$ cat config.mk
export PLATFORM = sky130hd
export DESIGN_NAME = frame_field_mapper
export DESIGN_NICKNAME = d
export VERILOG_FILES = /design/src/ffm_pkg.sv /design/src/ffm_fifo.sv /design/src/ffm_front.sv /design/src/ffm_back.sv /design/src/frame_field_mapper.sv
export SDC_FILE = /design/constraint.sdc
export NUM_CORES = 1
export LEC_CHECK = 0
export BUFFER_PORTS_ARGS = -buffer_cell sky130_fd_sc_hd__buf_2
export CAP_MARGIN = 20
export CORE_UTILIZATION = 25
export CTS_CLUSTER_SIZE = 40
export DETAILED_ROUTE_END_ITERATION = 10
export PLACE_DENSITY = 0.5
export SLEW_MARGIN = 5
export SYNTH_ARGS = -nofsm -noshare
export SYNTH_HDL_FRONTEND = slang
export SYNTH_HIERARCHICAL = 1
export SYNTH_SLANG_ARGS = --single-unit
$ cat constraint.sdc
create_clock -name clk_i -period 5.2 [get_ports clk_i]
set_input_delay 1.04 -clock clk_i [delete_from_list [all_inputs] [get_ports clk_i]]
set_output_delay 1.04 -clock clk_i [all_outputs]
set_load 0.05 [all_outputs]
$ cat src/ffm_pkg.sv
// Package for the frame field mapper: shared types, codes and constants.
// Used by every module of the block; depends on nothing.
`default_nettype none

package ffm_pkg;

  localparam int MAX_FRAME_DEF   = 64;
  localparam int TAG_BITS_DEF    = 4;
  localparam int QUEUE_DEPTH_DEF = 4;

  localparam int INS_DEPTH = 64;
  localparam int INS_AW    = 6;
  localparam int CFG_W     = 7;
  localparam int CFG_IDX_W = 3;

  localparam logic [CFG_W-1:0] FRAME_LEN_RST = 7'd64;
  localparam logic [CFG_W-1:0] OUT_LIMIT_RST = 7'd64;
  localparam logic [CFG_W-1:0] INS_LEN_RST   = 7'd0;

  typedef enum logic [1:0] {
    CMD_LOAD_TPL = 2'd0,
    CMD_LOAD_INS = 2'd1,
    CMD_FRAME    = 2'd2
  } cmd_e;

  typedef enum logic [1:0] {
    MODE_EXTRACT = 2'd0,
    MODE_INSERT  = 2'd1,
    MODE_DELETE  = 2'd2
  } mode_e;

  typedef enum logic [CFG_IDX_W-1:0] {
    CFG_MODE      = 3'd0,
    CFG_FIELD_SEL = 3'd1,
    CFG_FRAME_LEN = 3'd2,
    CFG_OUT_LIMIT = 3'd3,
    CFG_INS_LEN   = 3'd4
  } cfg_idx_e;

  // One word handed from the front end to the back end.
  typedef struct packed {
    logic       is_frame;
    logic       last;
    logic       match;
    logic [5:0] slot;
    logic [7:0] data;
  } ffm_entry_t;

  typedef struct packed {
    logic valid;
    logic full;
  } ffm_qstat_t;

  typedef struct packed {
    logic [7:0] byte_out;
    logic       has_byte;
    logic       frame_end;
    logic [6:0] byte_count;
  } ffm_res_t;

endpackage

`default_nettype wire

$ cat src/ffm_fifo.sv
// Short word queue between the front end and the back end.
// Depends on ffm_pkg for the entry and status types.
`default_nettype none

module ffm_fifo import ffm_pkg::*; #(
  parameter int DEPTH = QUEUE_DEPTH_DEF
) (
  input  wire logic       clk_i,
  input  wire logic       rst_ni,
  input  wire logic       push_i,
  input  ffm_entry_t      entry_i,
  input  wire logic       pop_i,
  output ffm_entry_t      entry_o,
  output ffm_qstat_t      stat_o
);

  localparam int AW = (DEPTH > 1) ? $clog2(DEPTH) : 1;

  ffm_entry_t        mem_q [DEPTH];
  logic [AW-1:0]     wr_q, wr_d, rd_q, rd_d;
  logic [AW:0]       cnt_q, cnt_d;

  always_comb begin
    wr_d  = wr_q;
    rd_d  = rd_q;
    cnt_d = cnt_q;
    if (push_i) begin
      wr_d = (wr_q == AW'(DEPTH - 1)) ? '0 : wr_q + AW'(1);
    end
    if (pop_i) begin
      rd_d = (rd_q == AW'(DEPTH - 1)) ? '0 : rd_q + AW'(1);
    end
    if (push_i && !pop_i) begin
      cnt_d = cnt_q + (AW+1)'(1);
    end else if (pop_i && !push_i) begin
      cnt_d = cnt_q - (AW+1)'(1);
    end
  end

  always_ff @(posedge clk_i or negedge rst_ni) begin
    if (!rst_ni) begin
      wr_q  <= '0;
      rd_q  <= '0;
      cnt_q <= '0;
    end else begin
      wr_q  <= wr_d;
      rd_q  <= rd_d;
      cnt_q <= cnt_d;
    end
  end

  always_ff @(posedge clk_i) begin
    if (push_i) begin
      mem_q[wr_q] <= entry_i;
    end
  end

  assign entry_o      = mem_q[rd_q];
  assign stat_o.valid = (cnt_q != '0);
  assign stat_o.full  = (cnt_q == (AW+1)'(DEPTH));

endmodule

`default_nettype wire

$ cat src/ffm_front.sv
// Front end: accepts words, holds the frame template, tracks the frame position
// and classifies each frame byte as matching or not. Depends on ffm_pkg.
`default_nettype none

module ffm_front import ffm_pkg::*; #(
  parameter int MAX_FRAME = MAX_FRAME_DEF,
  parameter int TAG_BITS  = TAG_BITS_DEF
) (
  input  wire logic             clk_i,
  input  wire logic             rst_ni,
  input  wire logic             in_valid_i,
  output logic                  in_ready_o,
  input  wire logic [1:0]       in_cmd_i,
  input  wire logic [5:0]       in_slot_i,
  input  wire logic [3:0]       in_tag_i,
  input  wire logic [7:0]       in_byte_i,
  input  wire logic [3:0]       field_select_i,
  input  wire logic [CFG_W-1:0] frame_length_i,
  input  ffm_qstat_t            q_stat_i,
  output logic                  q_push_o,
  output ffm_entry_t            q_entry_o
);

  localparam int PW = (MAX_FRAME > 1) ? $clog2(MAX_FRAME) : 1;
  localparam int CW = ($clog2(MAX_FRAME + 1) > CFG_W) ? $clog2(MAX_FRAME + 1) : CFG_W;

  logic [TAG_BITS-1:0] tpl_mem [MAX_FRAME];
  logic [TAG_BITS-1:0] tpl_rd_q;
  logic [TAG_BITS+3:0] tag_ext, fs_ext;
  logic [TAG_BITS-1:0] tag_w, fs_w;

  logic [PW-1:0] pos_q, pos_d;
  logic          s1_v_q, s1_v_d;
  ffm_entry_t    s1_q;

  logic          accept, is_frame, is_ins, tpl_we, last;
  logic [CW-1:0] fl_ext, len_eff;

  assign tag_ext = {{TAG_BITS{1'b0}}, in_tag_i};
  assign fs_ext  = {{TAG_BITS{1'b0}}, field_select_i};
  assign tag_w   = tag_ext[TAG_BITS-1:0];
  assign fs_w    = fs_ext[TAG_BITS-1:0];

  assign accept   = in_valid_i && in_ready_o;
  assign is_frame = (in_cmd_i == CMD_FRAME);
  assign is_ins   = (in_cmd_i == CMD_LOAD_INS);
  assign tpl_we   = accept && (in_cmd_i == CMD_LOAD_TPL) && (32'(in_slot_i) < MAX_FRAME);

  always_comb begin
    fl_ext = CW'(frame_length_i);
    if (fl_ext == '0) begin
      len_eff = CW'(1);
    end else if (fl_ext > CW'(MAX_FRAME)) begin
      len_eff = CW'(MAX_FRAME);
    end else begin
      len_eff = fl_ext;
    end
    last = (CW'(pos_q) + CW'(1)) >= len_eff;
  end

  assign q_push_o   = s1_v_q && !q_stat_i.full;
  assign in_ready_o = !s1_v_q || !q_stat_i.full;

  always_comb begin
    pos_d  = pos_q;
    s1_v_d = s1_v_q;
    if (accept) begin
      s1_v_d = is_frame || is_ins;
      if (is_frame) begin
        pos_d = last ? '0 : pos_q + PW'(1);
      end
    end else if (q_push_o) begin
      s1_v_d = 1'b0;
    end
  end

  always_ff @(posedge clk_i or negedge rst_ni) begin
    if (!rst_ni) begin
      pos_q  <= '0;
      s1_v_q <= 1'b0;
    end else begin
      pos_q  <= pos_d;
      s1_v_q <= s1_v_d;
    end
  end

  always_ff @(posedge clk_i) begin
    if (tpl_we) begin
      tpl_mem[PW'(in_slot_i)] <= tag_w;
    end
    if (accept) begin
      tpl_rd_q      <= tpl_mem[pos_q];
      s1_q.is_frame <= is_frame;
      s1_q.last     <= is_frame && last;
      s1_q.match    <= 1'b0;
      s1_q.slot     <= in_slot_i;
      s1_q.data     <= in_byte_i;
    end
  end

  always_comb begin
    q_entry_o       = s1_q;
    q_entry_o.match = (tpl_rd_q == fs_w);
  end

endmodule

`default_nettype wire

$ cat src/ffm_back.sv
// Back end: holds the insert buffer and the per-frame byte count, applies the
// extract, insert or delete rule and registers each result. Depends on ffm_pkg.
`default_nettype none

module ffm_back import ffm_pkg::*; #(
  parameter int MAX_FRAME = MAX_FRAME_DEF
) (
  input  wire logic             clk_i,
  input  wire logic             rst_ni,
  input  ffm_qstat_t            q_stat_i,
  input  ffm_entry_t            q_entry_i,
  output logic                  q_pop_o,
  input  wire logic [1:0]       mode_i,
  input  wire logic [CFG_W-1:0] output_limit_i,
  input  wire logic [CFG_W-1:0] insert_length_i,
  output logic                  out_valid_o,
  input  wire logic             out_ready_i,
  output ffm_res_t              out_res_o
);

  localparam int CW = ($clog2(MAX_FRAME + 1) > CFG_W) ? $clog2(MAX_FRAME + 1) : CFG_W;

  logic [7:0]    ibuf_mem [INS_DEPTH];
  logic [7:0]    pf_q;
  logic [CW-1:0] mc_q, mc_d, mc_inc;
  logic          out_v_q, out_v_d;
  ffm_res_t      out_q, res;

  logic            has, bump, prod, out_free, ins_we;
  logic [7:0]      bout;
  logic [CFG_W-1:0] ilen;

  assign ilen     = (insert_length_i > CFG_W'(INS_DEPTH)) ? CFG_W'(INS_DEPTH) : insert_length_i;
  assign out_free = !out_v_q || out_ready_i;
  assign mc_inc   = mc_q + CW'(1);

  always_comb begin
    has  = 1'b0;
    bump = 1'b0;
    bout = q_entry_i.data;
    unique case (mode_i)
      MODE_INSERT: begin
        has = 1'b1;
        if (q_entry_i.match && (mc_q < CW'(ilen))) begin
          bout = pf_q;
          bump = 1'b1;
        end
      end
      MODE_DELETE: begin
        has  = !q_entry_i.match;
        bump = !q_entry_i.match;
      end
      default: begin
        has  = q_entry_i.match && (mc_q < CW'(output_limit_i));
        bump = has;
      end
    endcase
  end

  assign prod    = q_entry_i.is_frame && (has || q_entry_i.last);
  assign q_pop_o = q_stat_i.valid && (!prod || out_free);
  assign ins_we  = q_pop_o && !q_entry_i.is_frame;

  always_comb begin
    res.byte_out   = has ? bout : 8'd0;
    res.has_byte   = has;
    res.frame_end  = q_entry_i.last;
    res.byte_count = bump ? mc_inc[CFG_W-1:0] : mc_q[CFG_W-1:0];
  end

  always_comb begin
    mc_d = mc_q;
    if (q_pop_o && q_entry_i.is_frame) begin
      if (q_entry_i.last) begin
        mc_d = '0;
      end else if (bump) begin
        mc_d = mc_inc;
      end
    end
  end

  always_comb begin
    out_v_d = out_v_q;
    if (q_pop_o && prod) begin
      out_v_d = 1'b1;
    end else if (out_ready_i) begin
      out_v_d = 1'b0;
    end
  end

  always_ff @(posedge clk_i or negedge rst_ni) begin
    if (!rst_ni) begin
      mc_q    <= '0;
      out_v_q <= 1'b0;
    end else begin
      mc_q    <= mc_d;
      out_v_q <= out_v_d;
    end
  end

  // The insert byte for the next count is fetched ahead, with a bypass for a
  // load to the same slot in the same cycle.
  always_ff @(posedge clk_i) begin
    if (ins_we) begin
      ibuf_mem[q_entry_i.slot] <= q_entry_i.data;
    end
    if (ins_we && (q_entry_i.slot == mc_d[INS_AW-1:0])) begin
      pf_q <= q_entry_i.data;
    end else begin
      pf_q <= ibuf_mem[mc_d[INS_AW-1:0]];
    end
    if (q_pop_o && prod) begin
      out_q <= res;
    end
  end

  assign out_valid_o = out_v_q;
  assign out_res_o   = out_q;

endmodule

`default_nettype wire

$ cat src/frame_field_mapper.sv
// Frame field mapper top level: configuration registers, front end, queue, back end.
// A frame byte passes the front-end stage register, the queue and the output register before its result is valid.
// Throughput: one word per cycle while the queue is not full; each stage advances on its own handshake.
// Reset: asynchronous, active low; clears position, byte count, queue and valids.
// Template and insert buffer contents are undefined until loaded.
// Depends on ffm_pkg, ffm_front, ffm_fifo and ffm_back.
`default_nettype none

module frame_field_mapper import ffm_pkg::*; #(
  parameter int MAX_FRAME   = MAX_FRAME_DEF,
  parameter int TAG_BITS    = TAG_BITS_DEF,
  parameter int QUEUE_DEPTH = QUEUE_DEPTH_DEF
) (
  input  wire logic                 clk_i,
  input  wire logic                 rst_ni,
  input  wire logic                 s_axis_tvalid,
  output logic                      s_axis_tready,
  input  wire logic [23:0]          s_axis_tdata,  // slot[5:0], tag[9:6], byte_in[17:10]
  input  wire logic [1:0]           s_axis_tuser,  // command[1:0]
  output logic                      m_axis_tvalid,
  input  wire logic                 m_axis_tready,
  output logic [15:0]               m_axis_tdata,  // byte_out[7:0], byte_count[14:8]
  output logic                      m_axis_tuser,  // has_byte
  output logic                      m_axis_tlast,
  input  wire logic                 cfg_we_i,
  input  wire logic [CFG_IDX_W-1:0] cfg_idx_i,
  input  wire logic [CFG_W-1:0]     cfg_data_i
);

  logic [1:0]       mode_q, mode_d;
  logic [3:0]       fsel_q, fsel_d;
  logic [CFG_W-1:0] flen_q, flen_d, olim_q, olim_d, ilen_q, ilen_d;

  ffm_qstat_t q_stat;
  ffm_entry_t push_entry, head_entry;
  logic       q_push, q_pop;
  ffm_res_t   res;

  always_comb begin
    mode_d = mode_q;
    fsel_d = fsel_q;
    flen_d = flen_q;
    olim_d = olim_q;
    ilen_d = ilen_q;
    if (cfg_we_i) begin
      unique case (cfg_idx_i)
        CFG_MODE:      mode_d = cfg_data_i[1:0];
        CFG_FIELD_SEL: fsel_d = cfg_data_i[3:0];
        CFG_FRAME_LEN: flen_d = cfg_data_i;
        CFG_OUT_LIMIT: olim_d = cfg_data_i;
        CFG_INS_LEN:   ilen_d = cfg_data_i;
        default: begin
        end
      endcase
    end
  end

  always_ff @(posedge clk_i or negedge rst_ni) begin
    if (!rst_ni) begin
      mode_q <= MODE_EXTRACT;
      fsel_q <= '0;
      flen_q <= FRAME_LEN_RST;
      olim_q <= OUT_LIMIT_RST;
      ilen_q <= INS_LEN_RST;
    end else begin
      mode_q <= mode_d;
      fsel_q <= fsel_d;
      flen_q <= flen_d;
      olim_q <= olim_d;
      ilen_q <= ilen_d;
    end
  end

  ffm_front #(
    .MAX_FRAME(MAX_FRAME),
    .TAG_BITS (TAG_BITS)
  ) u_front (
    .clk_i         (clk_i),
    .rst_ni        (rst_ni),
    .in_valid_i    (s_axis_tvalid),
    .in_ready_o    (s_axis_tready),
    .in_cmd_i      (s_axis_tuser),
    .in_slot_i     (s_axis_tdata[5:0]),
    .in_tag_i      (s_axis_tdata[9:6]),
    .in_byte_i     (s_axis_tdata[17:10]),
    .field_select_i(fsel_q),
    .frame_length_i(flen_q),
    .q_stat_i      (q_stat),
    .q_push_o      (q_push),
    .q_entry_o     (push_entry)
  );

  ffm_fifo #(
    .DEPTH(QUEUE_DEPTH)
  ) u_fifo (
    .clk_i  (clk_i),
    .rst_ni (rst_ni),
    .push_i (q_push),
    .entry_i(push_entry),
    .pop_i  (q_pop),
    .entry_o(head_entry),
    .stat_o (q_stat)
  );

  ffm_back #(
    .MAX_FRAME(MAX_FRAME)
  ) u_back (
    .clk_i          (clk_i),
    .rst_ni         (rst_ni),
    .q_stat_i       (q_stat),
    .q_entry_i      (head_entry),
    .q_pop_o        (q_pop),
    .mode_i         (mode_q),
    .output_limit_i (olim_q),
    .insert_length_i(ilen_q),
    .out_valid_o    (m_axis_tvalid),
    .out_ready_i    (m_axis_tready),
    .out_res_o      (res)
  );

  assign m_axis_tdata = {1'b0, res.byte_count, res.byte_out};
  assign m_axis_tuser = res.has_byte;
  assign m_axis_tlast = res.frame_end;

`ifndef SYNTHESIS
  a_empty_result_ends_frame: assert property (@(posedge clk_i) disable iff (!rst_ni)
    m_axis_tvalid && !m_axis_tuser |-> m_axis_tlast)
    else $error("result without a byte is not a frame end");

  a_empty_result_zero_byte: assert property (@(posedge clk_i) disable iff (!rst_ni)
    m_axis_tvalid && !m_axis_tuser |-> (m_axis_tdata[7:0] == 8'd0))
    else $error("result without a byte carries nonzero data");
`endif

endmodule

`default_nettype wire
# Word level (Yosys, flattened, before mapping)

Memory sizes are Yosys's and may differ from the RTL's. A register that Yosys moved wholly into a read port is not among the register bits.
Index checks and enable logic that the tools add are counted.
W data, S select, Z words.

Add/subtract/negate cells: 7
Order comparisons: 5
Equal/unequal tests: 12
Multiplexer cells: 26
Reductions and logical operators: 39

Operators by type and width:

| operator              | number |
|---|---|
| $mux W7               | 5 |
| $mux W8               | 2 |
| $gt A7 B7 Y1 const B  | 2 |
| $lt A7 B7 Y1          | 2 |
| $logic_and A1 B1 Y1   | 13 |
| $mux W6               | 2 |
| $reduce_and A2 Y1     | 6 |
| $mux W1               | 11 |
| $eq A2 B2 Y1 const B  | 4 |
| $logic_not A1 Y1      | 8 |
| $add A6 B1 Y7 const B | 1 |
| $add A7 B1 Y7 const B | 1 |
| $ge A7 B7 Y1          | 1 |
| $logic_not A7 Y1      | 1 |
| $add A6 B1 Y6 const B | 1 |
| $eq A3 B2 Y1 const B  | 2 |
| $eq A3 B3 Y1 const B  | 2 |
| $mux W3               | 2 |
| $reduce_bool A2 Y1    | 3 |
| $logic_or A1 B1 Y1    | 5 |
| $add A2 B1 Y2 const B | 2 |
| $eq A2 B1 Y1 const B  | 2 |
| $eq A4 B4 Y1          | 1 |
| $mux W2               | 2 |
| other kinds (7)       | 8 |

Register bits: 82
Bits in writable memories: 836
Input bits: 41
Memories: 3

Memories:

| name            | depth | bits a word | rd ports | clocked after memory_dff | wr ports | RTL line        | source |
|---|---|---|---|---|---|---|---|
| u_back.ibuf_mem | 64    | 8           | 1        | 1                        | 1        | ffm_back.sv:23  | `logic [7:0] ibuf_mem [INS_DEPTH];` |
| u_front.tpl_mem | 64    | 4           | 1        | 1                        | 1        | ffm_front.sv:27 | `logic [TAG_BITS-1:0] tpl_mem [MAX_FRAME];` |
| u_fifo.mem_q    | 4     | 17          | 1        | 0                        | 1        | ffm_fifo.sv:19  | `ffm_entry_t mem_q [DEPTH];` |

# Longest topological paths before layout

Gate-level depths: netlist of the first run.

Word-level depth: 11
Mapped depth: 16
Mapped depth without buffers: 15

# Modules after synthesis

Netlist of the first run, hierarchy kept.

By module, submodules not included:

| module             | times used | cells an instance | area an instance (µm²) |
|---|---|---|---|
| ffm_back           | 1          | 1220              | 21922.3 |
| ffm_front          | 1          | 638               | 11518.5 |
| ffm_fifo           | 1          | 126               | 2912.8 |
| frame_field_mapper | 1          | 63                | 1058.5 |

# Worst setup path after synthesis of the first run

No wires, ideal clock.

Kind: reg2reg
Start: register u_fifo.rd_q[0]
End: register u_fifo.cnt_q[2]
Arrival: 3074 ps
Data required time: 5121 ps
Slack: 2046 ps
Stages on the path, launching flop included: 17
Buffers on the path: 2
Path through: dfrtp_1 buf_6 buf_12 mux4_2 inv_1 o31a_1 a211o_1 nor2_1 nor2_1 o21a_1 inv_1 ha_1 inv_1 fa_1 xor2_1 nor2_1 xor2_1

RTL lines:

| element                | RTL line       | source |
|---|---|---|
| start, declared        | ffm_fifo.sv:20 | `logic [AW-1:0] wr_q, wr_d, rd_q, rd_d;` |
| start signal, assigned | ffm_fifo.sv:47 | `rd_q <= rd_d;` |
| end signal, assigned   | ffm_fifo.sv:48 | `cnt_q <= cnt_d;` |
| end, declared          | ffm_fifo.sv:21 | `logic [AW:0] cnt_q, cnt_d;` |

==> results.md, run 1 <==
Timing:
- The max-slew violation count is 0.
- Based on the critical path, the design can be clocked at up to 252 MHz.
- Of the available clock period, the critical path in the final layout requires 76.2%.
- For the pin with the worst max-slew slack, the measured transition is 1090 ps.
- The final number of setup-violating endpoints is 0.
- Setup repair after global routing left no endpoint under its margin.
- Setup total negative slack on the finished layout was measured at 0 ps.
- Measured against its own limit, the worst slew margin works out to 25.6%.
- The worst clock skew on the final layout is 38.6 ps.
- The minimum period implied by the final worst setup slack is 3960 ps.
- The number of failing hold endpoints at the final stage is 0.

Worst setup path:
- The data arrival time of the critical path is 4280 ps.
- The endpoint identified for the worst register-to-register timing path is u_back/ibuf_mem[57][1].
- The maximum fanout encountered on the critical timing path is 14.
- On the worst path, the slowest cell contributes a delay of 950 ps.
- The slowest stage of the critical path is the nor2_1 cell.
- The worst setup path is captured at a flip-flop.
- The minimum setup slack among reg-to-reg paths is 1240 ps.
- The worst path buffer plus inverter count is 1.
- The critical path is of the reg2reg type.
- Traced cell by cell, the critical path runs through buf_4, mux4_2, nor3b_1, nand2_1, nor2_1.
- The required time at the endpoint of the critical path is 5520 ps.
- The cell family contributing the most delay on the critical path is simple AND/OR/NAND/NOR gates.
- The startpoint type of the worst setup path is a flip-flop.
- The origin of the critical flop-to-flop path is u_fifo/rd_q[0].
- The depth of the worst register-to-register path is 5.

Floorplanning:
- The standard-cell row count is 141.
- The total area inside the core boundary comes to 148000 um2.
- In this run the count of I/O pins placed on the die edge is 61.
- The vertical die dimension is 389 um.
- The die covers 151000 um2.
- The die is 389 um wide.
- Once the floorplan was initialized, standard cells occupied 25.2% of the core.

Logic synthesis:
- The post-synthesis share of cell area spent on and, or, nand and nor gates is 5.11%.
- Yosys mapped a number of flops with a built-in enable equal to 873.
- Yosys attributes the largest share of cell area to edfxtp_1, mux4_2, dfrtp_1.
- Ranked by instance count, the synthesized netlist is headed by edfxtp_1, nor2_1, mux4_2.
- The most used standard cell by instance count after synthesis is edfxtp_1.
- The top cell type by area accounts for 70.1% of the synthesized area.
- Of all cell types, the one taking the most synthesized area is edfxtp_1.
- The flip-flop and latch count after synthesis is 928.
- The proportion of synthesized chip area in sequential cells is 73.7%.
- The yosys synthesis warning count is 6.
- The proportion of synthesized flip-flops having asynchronous set or reset is 5.28%.
- After synthesis, the largest family of logic cells by area is multiplexers.
- The fraction of the mapped netlist area in compound gates is 4.53%.
- The most instantiated flip-flop cell in the synthesis netlist is edfxtp_1.
- In the synthesized netlist, mux cells make up 13.3% of the area.
- The distinct cell type count after synthesis is 69.
- The per-instance average area after synthesis is 18.3 um2.
- The synthesized net count is 2120.
- The instance count of the mapped netlist is 2047.
- The arithmetic-cell share of the synthesized area counting full adders, half adders and majority gates is 1.09%.
- The synthesized cell area is 37400 um2.
- The synthesized netlist devotes 0.398% of its cell area to XOR and XNOR gates.

CTS:
- The H-tree generated during clock tree synthesis spans 3 levels.
- The clock-pin slew of the registers on the worst-case setup and hold paths is 60 ps.
- The cell at the root of the clock tree is clkbuf_16.
- The number of gates resized after cts is 0.
- The quantity of hold-fixing buffers added after cts is 0.
- The tree built by TritonCTS fans out to 928 sinks.
- The maximum count of clock buffers along a single path is 3.
- In this run the post-CTS setup repair buffer count came out at 0.
- At the later pin of the worst-skew pair, clock insertion delay measures 690 ps.
- The clock tree from TritonCTS is yes.
- The CTS buffer count is 94.

GRT:
- The overflow left after global routing is 0.
- The wire length of the first global-routing pass is 137000 um.
- The number of global-route vias before repair is 19.8k.
- The initial antenna violation count is 16.
- In the global route stage, overall resource usage came out at 12.3%.
- Entering global routing, the biggest net connects 66 pins.

Placed design:
- The congestion estimate from routability-driven global placement came to 0.810.
- The placed instance area is 39800 um2.
- The HPWL after detailed placement is 60500 um.
- The number of buffers inserted by port buffering is 53.

Route:
- The via total after detailed routing is 19.0k.
- The detailed-routed wire length on met2 is 45700 um.
- The number of design rule violations left after detail routing is 0.
- After detailed routing, the number of vias per cell comes to 4.60.
- After detailed routing, the total wire length is 93400 um.
- The number of iterations in the first detailed-routing pass is 5.
- In this run the remaining antenna-violating nets after routing total 0.
- The first-iteration detailed-routing DRC count is 1425.
- The highest routed metal layer is met5.
- The mean routed wirelength per cell is 22.6 um.
- The detailed router put a total of 39900 um of wire on met1.
- Detailed routing placed a total of 5550 um of wire on met3.

Layout:
- The area growth from synthesis to layout is 14.9%.
- The fraction of layout cells with a size suffix above 1 is 22.0%.
- The final cell area excluding filler cells is 43000 um2.
- For this run, the post-layout net count is 2207.

Status:
- The flow ran to the end, and the final reports show no timing, DRC or antenna violations.

Pwr:
- Power spread over the standard cell area amounts to 544 nW/um2.
- Across the VDD grid, the largest voltage drop is 281 uV.
- The total chip power is 23.4 mW.
- The leakage power total is 13.4 nW.

Flow run:
- The reported max-cap violation count is 0.

Min path:
- In this run the worst hold path is classified as in2async.
area by class of cell:
| class | count | area [um2] |
|---|---|---|
| antenna | 3 | 7.51 |
| clock buffer | 115 | 2460 |
| clock inverter | 54 | 671 |
| fill | 14500 | 105000 |
| inverter | 23 | 86.3 |
| multi-input combinational | 992 | 9130 |
| sequential | 928 | 27600 |
| tap | 1930 | 2410 |
| timing repair buffer | 95 | 631 |
kinds of logic after synthesis:
logic type               after synthesis
flip-flops                           928
AND/OR/NAND/NOR                      397
multiplexers                         308
AO/OA/AOI/OAI                        237
buffers and inverters                127
adder cells (fa/ha/maj)               32
XOR/XNOR                              17
other                                  1
metrics by stage:
stage                     hold WS [ps]  util, %  std cells  setup slack [ps]
after floorplan                    449        -       2047              2050
after global placement             469     26.8       3965              1350
after detailed placement           480     26.8       3965              1260
after CTS                          461     29.0       4134              1250
after global routing               497     29.0       4138              1010
final                              466     29.0       4140              1240
layout by cell type, fill, tap and decap left out, types with 44 or more instances in the layout:
cell / instances
a211oi_1: 58
buf_2: 53
clkbuf_16: 95
dfrtp_1: 44
edfxtp_1: 873
mux2_2: 103
mux2i_1: 69
mux4_2: 126
nand2_1: 71
nor2_1: 162
nor2b_1: 52
state kept, by name (all words and copies together) (netlist names), named ones only:
| name | flops |
|---|---|
| u_fifo/wr_q | 2 |
| mode_q | 2 |
| u_front/pos_q | 6 |
| u_fifo/cnt_q | 3 |
| flen_q | 7 |
| u_front/q_entry_o | 16 |
| u_front/tpl_mem | 256 |
| olim_q | 7 |
| u_fifo/mem_q | 68 |
| u_front/s1_v_q | 1 |
| u_fifo/rd_q | 2 |
| u_back/ibuf_mem | 512 |
| u_back/out_res_o | 17 |
| u_front/tpl_rd_q | 4 |
| ilen_q | 7 |
| fsel_q | 4 |
| u_back/out_valid_o | 1 |
| u_back/mc_q | 7 |
worst max-delay path by stage:
stage	from	to	slack [ps]	cells after the start
2_1_floorplan	u_fifo/rd_q[0]	u_fifo/cnt_q[2]	2050	16
3_3_place_gp	u_fifo/rd_q[0]	u_back/ibuf_mem[49][2]	1350	5
3_5_place_dp	u_fifo/rd_q[0]	u_back/ibuf_mem[57][1]	1260	5
4_1_cts	u_fifo/rd_q[0]	u_back/ibuf_mem[57][2]	1250	5
5_1_grt	u_fifo/rd_q[0]	u_back/ibuf_mem[57][2]	1010	5
6_report	u_fifo/rd_q[0]	u_back/ibuf_mem[57][1]	1240	5
worst reg2reg max path, cell delays in order (launching register included):
cell,delay [ps]
dfrtp_1,510
buf_4,360
mux4_2,560
nor3b_1,510
nand2_1,710
nor2_1,950
where the power goes:
part	total, mW	internal (mW)	switching, mW
sequential	10.1	9.54	0.598
combinational	6.35	2.18	4.17
clock	6.89	4.03	2.86
per-layer routing:
layer	GRT usage [%]	up-vias
li1	-	8392
met2	20.4	520
met1	16.0	9947
met3	2.85	158
met4	3.15	14
met5	0	-
Power figures use the tool's default switching activity.
==> run 2: changes to the inputs <==
- PLACE_DENSITY: 0.5 -> 0.51
- clock period: 5.2 -> 3.2 ns (I/O delays scaled with it)
==> results.md, run 2 (same netlist as run 1, synthesis figures left out) <==
Layout:
- The commonest non-fill, non-tap cell in the layout is edfxtp_1 (unchanged).
- The fraction of layout cells with a size suffix above 1 was 27.1% (was 22.0%).
- The sequential standard cell area came to 27600 um2 (unchanged).
- The net count reported at finish came to 2367 (was 2207).
- Biggest regs: u_back/ibuf_mem: 512 flops, u_front/tpl_mem: 256 flops, u_fifo/mem_q: 68 flops (unchanged).
- Commonest cells after routing, fill and taps aside: edfxtp_1, buf_4, nor2_1 (was edfxtp_1, nor2_1, mux4_2).
- The area growth from synthesis to layout was 18.3% (was 14.9%).
- The final cell area excluding filler cells is 44300 um2 (was 43000 um2).
- The total of fill cells in the finished design is 14.5k (about the same).
- The flip-flop count of the largest register after layout came to 512 (unchanged).
- The number of standard cells in the final layout excluding fillers is 4302 (was 4140).
- The combined area of the multi-input logic cells is 9150 um2 (was 9130 um2).
- The register with the highest flop count is u_back/ibuf_mem (unchanged).

Timing:
- The maximum clock rate is 330 MHz (was 252 MHz).
- The final number of setup-violating endpoints is 0 (unchanged).
- The total negative setup slack is 0 ps (unchanged).
- The minimum period implied by the final worst setup slack was 3030 ps (was 3960 ps).
- The worst clock skew on the final layout came to 40.7 ps (was 38.6 ps).
- The max-slew violation count was 0 (unchanged).
- The final worst setup slack was 174 ps (was 1240 ps).
- The number of failing hold endpoints at the final stage is 0 (unchanged).
- The transition time of the tightest slew-check pin came to 913 ps (was 1090 ps).
- The worst-case hold slack was 21.3 ps (was 466 ps).
- Setup repair after global routing missed its margin: no (unchanged).
- The final cycle utilization of the critical path is 94.6% (was 76.2%).
- The headroom to the max-slew limit is 39.1% (was 25.6%).

Worst setup path:
- The depth of the worst register-to-register path is 15 (was 5).
- The worst-path cell with the longest stage delay is dfstp_2 (was nor2_1).
- The maximum fanout encountered on the critical timing path is 2 (was 14).
- Counting stages on the worst path, the most repeated cell is inv_1.
- The data arrival time of the critical path is 3630 ps (was 4280 ps).
- The category of the most critical setup path is reg2reg (unchanged).
- The minimum setup slack among reg-to-reg paths was 170 ps (was 1240 ps).
- The startpoint type of the worst setup path is a flip-flop (unchanged).
- The required time at the endpoint of the critical path is 3800 ps (was 5520 ps).
- Crit path cell chain: inv_1, ha_4, and3_1, and3_1, a211o_1, nor2_2, nor2_2, o21a_1, inv_1, ha_2, inv_1, fa_2, xor2_1, nor2_1, xor2_1 (was buf_4, mux4_2, nor3b_1, nand2_1, nor2_1).
- The largest stage delay on the critical path came to 530 ps (was 950 ps).
- The origin of the critical flop-to-flop path is olim_q[6] (was u_fifo/rd_q[0]).
- The kind of capture point of the worst setup path is a flip-flop (unchanged).
- The destination of the worst register-to-register timing path was u_fifo/cnt_q[2] (was u_back/ibuf_mem[57][1]).

Min path:
- The type of the most critical hold path is in2async (unchanged).

Pwr:
- The total power density per cell area is 880 nW/um2 (was 544 nW/um2).
- The peak ir drop on the vdd network came to 453 uV (was 281 uV).
- The leakage power total is 14.2 nW (was 13.4 nW).

GRT:
- The initial antenna violation count is 12 (was 16).
- The overflow left after global routing is 0 (unchanged).
- The maximum number of pins on one net before global-route repair is 65 (was 66).
- The global routing usage summed across all routing layers is 12.2% (was 12.3%).
- The number of global-route vias before repair is 20.6k (was 19.8k).
- The wire length of the first global-routing pass came to 137000 um (about the same).

CTS:
- The clock sink total is 928 (unchanged).
- The clock latency on the worst-skew pair was 720 ps (was 690 ps).
- The cell at the root of the clock tree is clkbuf_16 (unchanged).
- The clock-pin slew of the registers on the worst-case setup and hold paths is 60 ps (about the same).
- The number of H-tree levels came to 3 (unchanged).
- The maximum count of clock buffers along a single path is 3 (unchanged).
- The clock tree from TritonCTS is yes (unchanged).
- The CTS buffer count is 99 (was 94).

Placed design:
- The routability congestion estimate is 0.839 (was 0.810).
- The placed instance count is 4121 (was 3965).
- The placed instance area is 41100 um2 (was 39800 um2).
- The number of buffers inserted by port buffering came to 53 (unchanged).
- The half-perimeter wire length after detailed placement came to 62800 um (was 60500 um).
- The setup slack at placement is 58.3 ps (was 1260 ps).

Route:
- The ratio of routed vias to standard cells is 4.59 (was 4.60).
- The post-route antenna net violation count came to 0 (unchanged).
- The number of iterations in the first detailed-routing pass is 5 (unchanged).
- The first-iteration detailed-routing DRC count is 1538 (was 1425).
- The mean routed wirelength per cell came to 21.6 um (was 22.6 um).
- The sum of routed wire length over all layers is 93100 um (was 93400 um).
- The number of design rule violations left after detail routing was 0 (unchanged).
- The via total after detailed routing came to 19.7k (was 19.0k).

Floorplanning:
- The horizontal extent of the die came to 389 um (unchanged).
- The standard-cell row count was 141 (unchanged).
- The floorplan die area is 151000 um2 (unchanged).
- The area inside the core boundary was 148000 um2 (unchanged).
- The vertical die dimension is 389 um (unchanged).
- The effective utilization at floorplan was 25.2% (unchanged).
- The number of placed I/O pins was 61 (unchanged).

Status:
- Run status: finished, final reports clean (unchanged).

Flow run:
- The reported max-cap violation count is 0 (unchanged).
-- run 2: cell count changes in the layout (fill, tap and decap cells not counted), sizes merged --
cell	before	now
bufinv	13	5
clkbuf	115	125
diode	3	2
clkinvlp	4	5
buf	95	250
clkinv	32	37
-- run 2: area by class of cell --
| class | count | area share [%] |
|---|---|---|
| Multi-Input combinational cell | 992 | 20.7 |
| Inverter | 23 | 0.195 |
| Clock inverter | 52 | 1.16 |
| Antenna cell | 2 | 0.0113 |
| Tap cell | 1930 | 5.46 |
| Clock buffer | 125 | 5.93 |
| Sequential cell | 928 | 62.3 |
| Timing Repair Buffer | 250 | 4.25 |
-- run 2: how the worst max path moves through the flow --
stage	to	from	slack (ps)	cells after the start
after floorplan	u_fifo/cnt_q[2]	u_fifo/rd_q[0]	50	16
after global placement	u_fifo/cnt_q[2]	olim_q[6]	20	15
after detailed placement	u_fifo/cnt_q[2]	olim_q[6]	60	15
after CTS	u_fifo/cnt_q[2]	olim_q[6]	40	15
after global routing	u_fifo/cnt_q[2]	olim_q[6]	40	15
final	u_fifo/cnt_q[2]	olim_q[6]	170	15
-- run 2: routing by layer --
layer / part of all wire [%] / vias to the layer above / GRT usage (%) / wire (um)
met2: 48 / 545 / 19.8 / 44300
li1: - / 8712 / - / -
met3: 4.7 / 153 / 1.87 / 4410
met5: 0 / - / 0 / 0
met4: 2.8 / 0 / 4.13 / 2620
met1: 45 / 10300 / 16.6 / 41700
-- run 2: report_power, final --
part / total, mW / leakage [nW] / internal (mW) / switching (mW)
sequential: 16.3 / 8.53 / 15.5 / 0.769
clock: 11.1 / 1.52 / 6.26 / 4.79
combinational: 11.6 / 4.19 / 4.37 / 7.24
-- run 2: repair_timing --
| item | 4_1_cts | 5_1_grt |
|---|---|---|
| endpoints found under the setup margin | 0 | 2 |
| hold buffers | 0 | 0 |
| resized for setup | 0 | 5 |
| setup buffers | 0 | 2 |
-- run 2: worst max-delay path: cells and delay by family, from the launching register on --
| family | cells | cell delay [ps] |
|---|---|---|
| AOI/OAI and AO/OA | 2 | 520 |
| xor gates and xnor gates | 2 | 300 |
| adders and majority gates | 3 | 720 |
| buffers and inverters | 3 | 180 |
| DFF | 1 | 530 |
| and+or+nand+nor | 5 | 690 |
-- run 2: per-stage QoR --
| step | utilization (%) | power [mW] |
|---|---|---|
| 6_report | 29.9 | 38.9 |
| 2_1_floorplan | - | 23.3 |
| 3_5_place_dp | 27.7 | 28.2 |
| 4_1_cts | 29.8 | 39.3 |
| 5_1_grt | 29.9 | 40.6 |
| 3_3_place_gp | 27.7 | 28.0 |
